<file path="src/rtl/fan_lvl_pkg.sv">
// Shared types, codes and constants of the fan level command parser.
package fan_lvl_pkg;

    // Collection mode of the parser
    typedef enum logic [1:0] {
        MODE_IDLE = 2'd0,
        MODE_CUR  = 2'd1,
        MODE_DEF  = 2'd2
    } mode_t;

    // Result sequence started by one accepted input transfer
    typedef enum logic [2:0] {
        SEQ_NONE  = 3'd0,
        SEQ_ONE   = 3'd1,
        SEQ_IDENT = 3'd2,
        SEQ_CUR   = 3'd3,
        SEQ_DEF   = 3'd4
    } seq_t;

    // Kind of one result transfer
    typedef enum logic [1:0] {
        RK_TX    = 2'd0,
        RK_APPLY = 2'd1,
        RK_STORE = 2'd2,
        RK_RESET = 2'd3
    } result_kind_t;

    // Controller states
    typedef enum logic {
        CTL_IDLE = 1'b0,
        CTL_EMIT = 1'b1
    } ctl_state_t;

    // Configuration register indexes
    typedef enum logic [1:0] {
        CFG_SILENCE_LIMIT = 2'd0,
        CFG_PWM_OFFSET    = 2'd1,
        CFG_OFF_THRESHOLD = 2'd2
    } cfg_index_t;

    // Port widths
    localparam int CFG_ADDR_W = 2;
    localparam int CFG_DATA_W = 16;
    localparam int S_TDATA_W  = 8;
    localparam int M_TDATA_W  = 24;
    localparam int M_TUSER_W  = 2;

    // Command bytes and fixed values
    localparam logic [7:0]  BYTE_IDENT     = 8'd255;
    localparam logic [7:0]  BYTE_START_CUR = 8'd107;
    localparam logic [7:0]  BYTE_START_DEF = 8'd125;
    localparam logic [7:0]  LEVEL_LIMIT    = 8'd101;
    localparam logic [7:0]  BYTE_SET_DONE  = 8'd120;
    localparam logic [15:0] SILENCE_MAX    = 16'hFFFF;
    localparam int          IDENT_LEN      = 12;

    // Register reset values
    localparam logic [15:0] SILENCE_LIMIT_RST = 16'd800;
    localparam logic [7:0]  PWM_OFFSET_RST    = 8'd155;
    localparam logic [6:0]  OFF_THRESHOLD_RST = 7'd2;

    // Identification reply, one byte per step
    function automatic logic [7:0] ident_byte(input logic [3:0] idx);
        logic [7:0] b;
        case (idx)
            4'd0:    b = 8'd125;
            4'd1:    b = 8'd150;
            4'd2:    b = 8'd10;
            4'd3:    b = 8'd20;
            4'd4:    b = 8'd30;
            4'd5:    b = 8'd40;
            4'd6:    b = 8'd50;
            4'd7:    b = 8'd60;
            4'd8:    b = 8'd70;
            4'd9:    b = 8'd80;
            4'd10:   b = 8'd35;
            4'd11:   b = 8'd36;
            default: b = 8'd0;
        endcase
        return b;
    endfunction

    // Controller to datapath commands
    typedef struct packed {
        logic accept;
        logic load;
        logic last;
        seq_t seq;
    } ctl_cmd_t;

    // Datapath to controller status
    typedef struct packed {
        seq_t act_seq;
        logic out_free;
    } dp_status_t;

endpackage

</file>
<file path="src/rtl/fan_level_command_parser_top.sv">
// Fan level command parser: one input transfer in, a short sequence of results out.
// An input transfer is taken while the block is idle; the controller state register then
// moves to emitting and the first result is loaded into the output register, which offers
// it; the rest follow one per cycle, slowed only by output back-pressure.
// A byte with no result leaves the block idle; otherwise no new input transfer is taken
// until the last result of its sequence has been loaded into the output register.
// Reset (aresetn low, synchronous) clears control state, current levels and restores
// register defaults; the default level store is not cleared.
module fan_level_command_parser_top #(
    parameter int NUM_CHANNELS = 8
) (
    input  logic                                aclk,
    input  logic                                aresetn,
    // Configuration write port
    input  logic                                cfg_we,
    input  logic [fan_lvl_pkg::CFG_ADDR_W-1:0]  cfg_addr,
    input  logic [fan_lvl_pkg::CFG_DATA_W-1:0]  cfg_wdata,
    // Input stream
    input  logic                                s_tvalid,
    output logic                                s_tready,
    input  logic [fan_lvl_pkg::S_TDATA_W-1:0]   s_tdata,  // [7:0] rx_byte
    input  logic                                s_tuser,  // [0] kind
    // Result stream
    output logic                                m_tvalid,
    input  logic                                m_tready,
    // [7:0] tx_byte, [10:8] channel, [18:11] level, [19] enable, [23:20] zero
    output logic [fan_lvl_pkg::M_TDATA_W-1:0]   m_tdata,
    output logic [fan_lvl_pkg::M_TUSER_W-1:0]   m_tuser,  // [1:0] result_kind
    output logic                                m_tlast   // last
);
    import fan_lvl_pkg::*;

    localparam int SEQ_STEPS = (NUM_CHANNELS + 2 > IDENT_LEN) ? NUM_CHANNELS + 2 : IDENT_LEN;
    localparam int STEP_W    = $clog2(SEQ_STEPS);

    ctl_cmd_t          cmd;
    dp_status_t        status;
    logic [STEP_W-1:0] step;

    // Sequencer
    fan_lvl_ctrl #(
        .NUM_CHANNELS (NUM_CHANNELS),
        .STEP_W       (STEP_W)
    ) u_ctrl (
        .aclk     (aclk),
        .aresetn  (aresetn),
        .s_tvalid (s_tvalid),
        .s_tready (s_tready),
        .status   (status),
        .cmd      (cmd),
        .step     (step)
    );

    // State, stores and output register
    fan_lvl_dp #(
        .NUM_CHANNELS (NUM_CHANNELS),
        .STEP_W       (STEP_W)
    ) u_dp (
        .aclk      (aclk),
        .aresetn   (aresetn),
        .cfg_we    (cfg_we),
        .cfg_addr  (cfg_addr),
        .cfg_wdata (cfg_wdata),
        .s_tuser   (s_tuser),
        .s_tdata   (s_tdata),
        .cmd       (cmd),
        .step      (step),
        .status    (status),
        .m_tvalid  (m_tvalid),
        .m_tready  (m_tready),
        .m_tdata   (m_tdata),
        .m_tuser   (m_tuser),
        .m_tlast   (m_tlast)
    );

endmodule

</file>
<file path="src/rtl/fan_lvl_ctrl.sv">
// Controller state machine: input handshake and result sequencing.
module fan_lvl_ctrl #(
    parameter int NUM_CHANNELS = 8,
    parameter int STEP_W       = 4
) (
    input  logic                   aclk,
    input  logic                   aresetn,
    input  logic                   s_tvalid,
    output logic                   s_tready,
    input  fan_lvl_pkg::dp_status_t status,
    output fan_lvl_pkg::ctl_cmd_t   cmd,
    output logic [STEP_W-1:0]      step
);
    import fan_lvl_pkg::*;

    ctl_state_t        state_reg, state_next;
    seq_t              seq_reg, seq_next;
    logic [STEP_W-1:0] step_reg, step_next;
    logic [STEP_W-1:0] last_step;

    // State registers
    always_ff @(posedge aclk) begin
        if (!aresetn) begin
            state_reg <= CTL_IDLE;
            seq_reg   <= SEQ_NONE;
            step_reg  <= '0;
        end else begin
            state_reg <= state_next;
            seq_reg   <= seq_next;
            step_reg  <= step_next;
        end
    end

    // Index of the final result of the running sequence
    always_comb begin
        case (seq_reg)
            SEQ_ONE:   last_step = '0;
            SEQ_IDENT: last_step = STEP_W'(IDENT_LEN - 1);
            default:   last_step = STEP_W'(NUM_CHANNELS + 1);
        endcase
    end

    // Next state and commands
    always_comb begin
        state_next = state_reg;
        seq_next   = seq_reg;
        step_next  = step_reg;
        s_tready   = 1'b0;
        cmd.accept = 1'b0;
        cmd.load   = 1'b0;
        cmd.last   = (step_reg == last_step);
        cmd.seq    = seq_reg;
        case (state_reg)
            CTL_IDLE: begin
                s_tready = 1'b1;
                if (s_tvalid) begin
                    cmd.accept = 1'b1;
                    if (status.act_seq != SEQ_NONE) begin
                        seq_next   = status.act_seq;
                        step_next  = '0;
                        state_next = CTL_EMIT;
                    end
                end
            end
            CTL_EMIT: begin
                // One result per cycle whenever the output register can take it
                if (status.out_free) begin
                    cmd.load = 1'b1;
                    if (step_reg == last_step) begin
                        state_next = CTL_IDLE;
                    end else begin
                        step_next = step_reg + 1'b1;
                    end
                end
            end
            default: state_next = CTL_IDLE;
        endcase
    end

    assign step = step_reg;

endmodule

</file>
<file path="src/rtl/fan_lvl_dp.sv">
// Datapath: configuration, parser state, level stores and output register.
module fan_lvl_dp #(
    parameter int NUM_CHANNELS = 8,
    parameter int STEP_W       = 4
) (
    input  logic                                aclk,
    input  logic                                aresetn,
    input  logic                                cfg_we,
    input  logic [fan_lvl_pkg::CFG_ADDR_W-1:0]  cfg_addr,
    input  logic [fan_lvl_pkg::CFG_DATA_W-1:0]  cfg_wdata,
    input  logic                                s_tuser,
    input  logic [fan_lvl_pkg::S_TDATA_W-1:0]   s_tdata,
    input  fan_lvl_pkg::ctl_cmd_t                cmd,
    input  logic [STEP_W-1:0]                   step,
    output fan_lvl_pkg::dp_status_t              status,
    output logic                                m_tvalid,
    input  logic                                m_tready,
    output logic [fan_lvl_pkg::M_TDATA_W-1:0]   m_tdata,
    output logic [fan_lvl_pkg::M_TUSER_W-1:0]   m_tuser,
    output logic                                m_tlast
);
    import fan_lvl_pkg::*;

    localparam int IDX_W = $clog2(NUM_CHANNELS);

    // Configuration registers
    logic [15:0] silence_limit_reg;
    logic [7:0]  pwm_offset_reg;
    logic [6:0]  off_threshold_reg;

    // Parser state
    mode_t        mode_reg, mode_next;
    logic [IDX_W-1:0] slot_reg, slot_next;
    logic [15:0]  silence_reg, silence_next;
    logic [6:0]   cur_reg [NUM_CHANNELS];
    logic [6:0]   def_mem [NUM_CHANNELS];
    logic [7:0]   echo_reg, echo_next;
    result_kind_t single_kind_reg, single_kind_next;

    // Input decode
    logic [7:0]   rx;
    logic [15:0]  silence_inc;
    logic         tick_fire;
    logic         store_level;
    logic         clear_levels;
    seq_t         act_seq;

    // Output register
    logic         m_valid_reg;
    result_kind_t out_kind_reg, res_kind;
    logic [7:0]   out_tx_reg, res_tx;
    logic [2:0]   out_ch_reg, res_ch;
    logic [7:0]   out_lvl_reg, res_lvl;
    logic         out_en_reg, res_en;
    logic         out_last_reg;

    // Result generation
    logic [STEP_W-1:0] ch_full;
    logic [IDX_W-1:0]  ch_idx;
    logic [6:0]        lvl_cur, lvl_def;
    logic              cur_on, pwm_ch;
    logic [8:0]        pwm_sum;

    // Configuration writes
    always_ff @(posedge aclk) begin
        if (!aresetn) begin
            silence_limit_reg <= SILENCE_LIMIT_RST;
            pwm_offset_reg    <= PWM_OFFSET_RST;
            off_threshold_reg <= OFF_THRESHOLD_RST;
        end else if (cfg_we) begin
            case (cfg_addr)
                CFG_SILENCE_LIMIT: silence_limit_reg <= cfg_wdata;
                CFG_PWM_OFFSET:    pwm_offset_reg    <= cfg_wdata[7:0];
                CFG_OFF_THRESHOLD: off_threshold_reg <= cfg_wdata[6:0];
                default:           ;
            endcase
        end
    end

    // Decode of the offered input transfer and the state it leaves
    assign rx          = s_tdata;
    assign silence_inc = (silence_reg == SILENCE_MAX) ? silence_reg : silence_reg + 16'd1;
    assign tick_fire   = (silence_inc > silence_limit_reg);

    always_comb begin
        mode_next        = mode_reg;
        slot_next        = slot_reg;
        silence_next     = silence_reg;
        echo_next        = echo_reg;
        single_kind_next = single_kind_reg;
        store_level      = 1'b0;
        clear_levels     = 1'b0;
        act_seq          = SEQ_NONE;
        if (s_tuser) begin
            // Timer tick
            silence_next = silence_inc;
            if (tick_fire) begin
                act_seq          = SEQ_ONE;
                single_kind_next = RK_RESET;
                mode_next        = MODE_IDLE;
                slot_next        = '0;
                silence_next     = '0;
                clear_levels     = 1'b1;
            end
        end else if (rx == BYTE_IDENT) begin
            act_seq      = SEQ_IDENT;
            mode_next    = MODE_IDLE;
            silence_next = '0;
        end else if (rx == BYTE_START_CUR || rx == BYTE_START_DEF) begin
            act_seq          = SEQ_ONE;
            single_kind_next = RK_TX;
            echo_next        = rx;
            silence_next     = '0;
            slot_next        = '0;
            mode_next        = (rx == BYTE_START_CUR) ? MODE_CUR : MODE_DEF;
        end else if (rx < LEVEL_LIMIT && (mode_reg == MODE_CUR || mode_reg == MODE_DEF)) begin
            store_level  = 1'b1;
            silence_next = '0;
            echo_next    = rx;
            if (slot_reg == IDX_W'(NUM_CHANNELS - 1)) begin
                act_seq   = (mode_reg == MODE_CUR) ? SEQ_CUR : SEQ_DEF;
                slot_next = '0;
                mode_next = MODE_IDLE;
            end else begin
                act_seq          = SEQ_ONE;
                single_kind_next = RK_TX;
                slot_next        = slot_reg + 1'b1;
            end
        end
    end

    // Parser state registers, updated on an accepted input transfer
    always_ff @(posedge aclk) begin
        if (!aresetn) begin
            mode_reg        <= MODE_IDLE;
            slot_reg        <= '0;
            silence_reg     <= '0;
            echo_reg        <= '0;
            single_kind_reg <= RK_TX;
            for (int i = 0; i < NUM_CHANNELS; i++) begin
                cur_reg[i] <= '0;
            end
        end else if (cmd.accept) begin
            mode_reg        <= mode_next;
            slot_reg        <= slot_next;
            silence_reg     <= silence_next;
            echo_reg        <= echo_next;
            single_kind_reg <= single_kind_next;
            if (clear_levels) begin
                for (int i = 0; i < NUM_CHANNELS; i++) begin
                    cur_reg[i] <= '0;
                end
            end else if (store_level && mode_reg == MODE_CUR) begin
                cur_reg[slot_reg] <= rx[6:0];
            end
        end
    end

    // Default level store, written one entry per level transfer in default mode
    always_ff @(posedge aclk) begin
        if (cmd.accept && store_level && mode_reg == MODE_DEF) begin
            def_mem[slot_reg] <= rx[6:0];
        end
    end

    // Channel addressed by the current step
    assign ch_full = (cmd.seq == SEQ_CUR) ? step - STEP_W'(2) : step - STEP_W'(1);
    assign ch_idx  = ch_full[IDX_W-1:0];
    assign lvl_cur = cur_reg[ch_idx];
    assign lvl_def = def_mem[ch_idx];
    assign cur_on  = (lvl_cur >= off_threshold_reg);
    assign pwm_ch  = (ch_full == '0) || (ch_full == STEP_W'(NUM_CHANNELS - 1));
    assign pwm_sum = {2'b00, lvl_cur} + {1'b0, pwm_offset_reg};

    // Result for the current step of the running sequence
    always_comb begin
        res_kind = RK_TX;
        res_tx   = '0;
        res_ch   = '0;
        res_lvl  = '0;
        res_en   = 1'b0;
        case (cmd.seq)
            SEQ_ONE: begin
                res_kind = single_kind_reg;
                res_tx   = (single_kind_reg == RK_TX) ? echo_reg : 8'd0;
            end
            SEQ_IDENT: begin
                res_tx = ident_byte(step[3:0]);
            end
            SEQ_CUR: begin
                if (step == '0) begin
                    res_tx = BYTE_SET_DONE;
                end else if (step == STEP_W'(1)) begin
                    res_tx = echo_reg;
                end else begin
                    res_kind = RK_APPLY;
                    res_ch   = ch_full[2:0];
                    res_en   = cur_on;
                    if (cur_on) begin
                        if (pwm_ch) begin
                            res_lvl = pwm_sum[8] ? 8'hFF : pwm_sum[7:0];
                        end else begin
                            res_lvl = {1'b0, lvl_cur};
                        end
                    end
                end
            end
            SEQ_DEF: begin
                if (step == '0) begin
                    res_tx = BYTE_SET_DONE;
                end else if (step == STEP_W'(NUM_CHANNELS + 1)) begin
                    res_tx = echo_reg;
                end else begin
                    res_kind = RK_STORE;
                    res_ch   = ch_full[2:0];
                    res_lvl  = (lvl_def < off_threshold_reg) ? 8'd0 : {1'b0, lvl_def};
                end
            end
            default: ;
        endcase
    end

    // Output register: holds a result until the consumer takes it
    always_ff @(posedge aclk) begin
        if (!aresetn) begin
            m_valid_reg <= 1'b0;
        end else if (cmd.load) begin
            m_valid_reg <= 1'b1;
        end else if (m_tready) begin
            m_valid_reg <= 1'b0;
        end
    end

    always_ff @(posedge aclk) begin
        if (cmd.load) begin
            out_kind_reg <= res_kind;
            out_tx_reg   <= res_tx;
            out_ch_reg   <= res_ch;
            out_lvl_reg  <= res_lvl;
            out_en_reg   <= res_en;
            out_last_reg <= cmd.last;
        end
    end

    assign status.act_seq  = act_seq;
    assign status.out_free = !m_valid_reg || m_tready;

    assign m_tvalid = m_valid_reg;
    assign m_tuser  = out_kind_reg;
    assign m_tlast  = out_last_reg;
    assign m_tdata  = {4'b0000, out_en_reg, out_lvl_reg, out_ch_reg, out_tx_reg};

endmodule

</file>
<file path="config.mk">
export PLATFORM = sky130hd
export DESIGN_NAME = fan_level_command_parser_top
export DESIGN_NICKNAME = d
export VERILOG_FILES = /design/src/rtl/fan_lvl_pkg.sv /design/src/rtl/fan_level_command_parser_top.sv /design/src/rtl/fan_lvl_ctrl.sv /design/src/rtl/fan_lvl_dp.sv
export SDC_FILE = /design/constraint.sdc
export NUM_CORES = 1
export LEC_CHECK = 0
export BUFFER_PORTS_ARGS = -buffer_cell sky130_fd_sc_hd__buf_2
export CAP_MARGIN = 30
export CELL_PAD_IN_SITES_DETAIL_PLACEMENT = 1
export CELL_PAD_IN_SITES_GLOBAL_PLACEMENT = 2
export CORE_MARGIN = 3
export CORE_UTILIZATION = 40
export CTS_CLUSTER_DIAMETER = 100
export CTS_CLUSTER_SIZE = 40
export DETAILED_ROUTE_END_ITERATION = 8
export PLACE_DENSITY = 0.77
export SETUP_SLACK_MARGIN = 0.02
export SLEW_MARGIN = 0
export SYNTH_ARGS = -nofsm -noshare
export SYNTH_HDL_FRONTEND = slang
export SYNTH_SLANG_ARGS = --single-unit
</file>
<file path="constraint.sdc">
create_clock -name aclk -period 6.8 [get_ports aclk]
set_input_delay 1.36 -clock aclk [delete_from_list [all_inputs] [get_ports aclk]]
set_output_delay 1.36 -clock aclk [all_outputs]
set_load 0.01 [all_outputs]
</file>
==> flow_summary_export.csv <==
group,metric,value,unit
status,status,"finished clean",
pwr,sequentialPowerShare,61.0,%
die,dieArea,0.0292,sq mm
timing,setup_tns,0,ns
critical_path,cp-end-kind,"flip-flop",
die,die-width,171,um
timing,min_period,5.29,ns
grt,grt_pass1_wl,43300,um
placed_design,port-buffer-count,56,
pwr,power,2.29,mW
clock_tree,cts_made_buffers,11,
hold_path,hold_path.class,"flip-flop to flip-flop",
cells_and_area,instances_no_fill,1366,
clock_tree,htreeDepth,1,
clock_tree,cts_resized,0,
pwr,power_frac_comb,5.8,%
die,pin_count,61,
drt,drt_iter0_markers,378,
run,maxCapViolations,0,
placed_design,dpl.hpwl,20200,um
synthesis,yosysWarnings,0,
synthesis,synth_edf_count,135,
die,initial_core_util,41.2,%
drt,drt-total-wl,27500,um
pwr,pwr-share-clk,33.2,%
cells_and_area,final_cell_mix,"135 x edfxtp_1, 119 x nand2_1, 78 x dfxtp_1",
grt,grt.total_usage,18.8,%
cells_and_area,antenna_cells,0,
pwr,internal_power,1.77,mW
drt,via_count,7331,
synthesis,synth.cell_area,0.0109,sq mm
hold_path,holdPathEnd,"u_dp.silence_limit_reg[14]",
clock_tree,cts_tree,"yes",
grt,grt_pass1_vias,7608,
clock_tree,clk_path_buf_depth,3,
grt,antenna_found_initial,0,
critical_path,worstSetupStartpointType,"flip-flop",
timing,fmax,189,MHz
synthesis,dominantRegCellSynth,"edfxtp_1",
clock_tree,clk_latency,0.50,ns
drt,antenna_left,0,
clock_tree,hold_buffers,0,
timing,finalHoldViolCount,0,
die,rows,59,
pwr,leakagePower,4.61,nW
placed_design,dp_slack,1.51,ns
hold_path,hold_depth,2,
grt,grt.overflow.total,0,
timing,rsz0062_at_grt,"no",
die,dieHeight,171,um
synthesis,yosysTopAreaCellShare,37.3,%
placed_design,gp_congestion,0.770,
timing,finalSetupViolations,0,
timing,worst_slew_pin_slew,0.974,ns
grt,grt_max_degree,75,
synthesis,synth.distinct_cells,72,
cells_and_area,final_nets,1112,
synthesis,seq_area_frac_synth,51.6,%
timing,slew_headroom,34.5,%
synthesis,syn_avg_cell_area,11.1,sq um
cells_and_area,area_growth,9.25,%
pwr,p_per_area,193,mW/mm^2
synthesis,synth_top_area_cell,"edfxtp_1",
timing,timing.final.crit_share,77.9,%
drt,wl_per_cell,20.1,um
critical_path,r2r_start,"u_dp.silence_reg[0]",
timing,setup_ws,1.51,ns
synthesis,yosys_register_bits,213,
timing,skew,0.0508,ns
clock_tree,clock-sinks,213,
critical_path,path_class,"flip-flop to flip-flop",
drt,via_per_inst,5.37,
hold_path,hold_start,"u_dp.silence_limit_reg[14]",
clock_tree,post_cts_buffers,0,
cells_and_area,drive_above_1_share,13.3,%
die,fp.coreArea,0.0264,sq mm
clock_tree,clockRootBuffer,"clkbuf_16",
timing,slew_viol_final,0,
cells_and_area,layout_commonest_cell,"edfxtp_1",
pwr,power_switching,520,uW
synthesis,syn_inst,983,
synthesis,ys_top_cells_by_area,"edfxtp_1 37%, dfxtp_1 14%, mux4_2 6.0%",
synthesis,synthArstFlopShare,0,%
placed_design,dp.cells,1349,
pwr,p_sw_share,22.7,%
critical_path,rrSetupSlack,1.51,ns
critical_path,crit_arrival,5.71,ns
critical_path,cp_max_fo,9,
critical_path,crit_required,7.22,ns
drt,firstDrtPassIters,5,
clock_tree,clk_pin_slew_worst_paths,0.12,ns
drt,drc_errors,0,
pwr,vdd_drop_max,142,uV
critical_path,r2r_cells,19,
-- power by group through the flow --
stage / sequential, mW / clock, mW / combinational, mW
finish: 1.40 / 0.760 / 0.134
global route: 1.40 / 0.828 / 0.151
CTS: 1.40 / 0.788 / 0.136
detailed placement: 1.43 / 0 / 0.136
global placement: 1.42 / 0 / 0.132
floorplan: 1.42 / 0 / 0.0855
-- cells in the mapped netlist, types with 6 or more instances --
cell type	count
edfxtp_1	135
nand2_1	119
dfxtp_1	78
and2_1	67
inv_1	59
ha_1	52
nor2_1	41
a21oi_1	33
clkbuf_1	32
nor2b_1	32
o21ai_0	32
mux4_2	29
a21boi_0	28
nand3_1	28
mux2i_1	24
nor3_1	13
xnor2_1	13
nand2b_1	12
a21o_1	10
nand3b_1	9
nand4_1	9
o211ai_1	9
a31oi_1	8
o22ai_1	8
and3_1	7
nor3b_1	6
nor4_1	6
-- area by class of cell --
| cell class | instances | area (sq um) |
|---|---|---|
| fill | 2904 | 14500 |
| sequential | 213 | 5620 |
| multi-input combinational | 668 | 4860 |
| timing repair buffer | 73 | 419 |
| tap | 335 | 419 |
| clock buffer | 13 | 304 |
| inverter | 60 | 225 |
| clock inverter | 4 | 37.5 |
-- routing by layer --
metal  wire, um  track usage [%]  up-vias  share of wire, %
met5          0                0        -                 0
met4        258             2.45        0              0.94
met3        786             1.96       13               2.9
met2      13100             32.1       81                48
met1      13300             26.8     3637                48
li1           -                -     3600                 -
-- worst max-delay path by stage --
stage                             start        end  slack [ns]  depth (start not counted)
finish              u_dp.silence_reg[0]  flip-flop        1.51                         19
global route        u_dp.silence_reg[0]  flip-flop        0.81                         19
CTS                 u_dp.silence_reg[0]  flip-flop        1.52                         19
detailed placement  u_dp.silence_reg[0]  flip-flop        1.51                         19
global placement    u_dp.silence_reg[0]  flip-flop        1.69                         19
floorplan           u_dp.silence_reg[0]  flip-flop        2.29                         19
-- critical path, cell delays in order (launching register included) --
cell and delay [ns]:
dfxtp_1 0.43, ha_1 0.24, nand2_1 0.07, nor4_1 0.68, nand3_1 0.47, nand4_1 0.27, nor3_1 0.08, xor2_1 0.16
ha_1 0.29, nand4_1 0.10, nor4_1 0.34, a21boi_0 0.22, o31a_1 0.29, a31oi_1 0.19, a31oi_1 0.61, inv_1 0.14
ha_1 0.34, inv_1 0.06, a211o_1 0.22, o221ai_1 0.06
-- through the flow --
step / utilization (%) / hold WS (ns) / cell area (sq um)
2_1_floorplan: - / 0.443 / 10900
3_3_place_gp: 43.4 / 0.457 / 11500
3_5_place_dp: 43.7 / 0.469 / 11500
4_1_cts: 45.0 / 0.485 / 11900
5_1_grt: 45.0 / 0.505 / 11900
6_report: 45.0 / 0.478 / 11900
-- kinds of logic (layout without fill, tap and decap cells) --
logic type,Yosys count,count (layout),synth area share [%]
AOI/OAI and AO/OA,170,170,10.5
xor gates and xnor gates,18,18,1.45
adders and majority gates,53,53,6.17
buffers and inverters,105,150,3.92
DFF,213,213,51.6
muxes,58,58,8.89
other,1,4,0.0345
and+or+nand+nor,365,365,17.4
(Power assumes the default switching activity.)
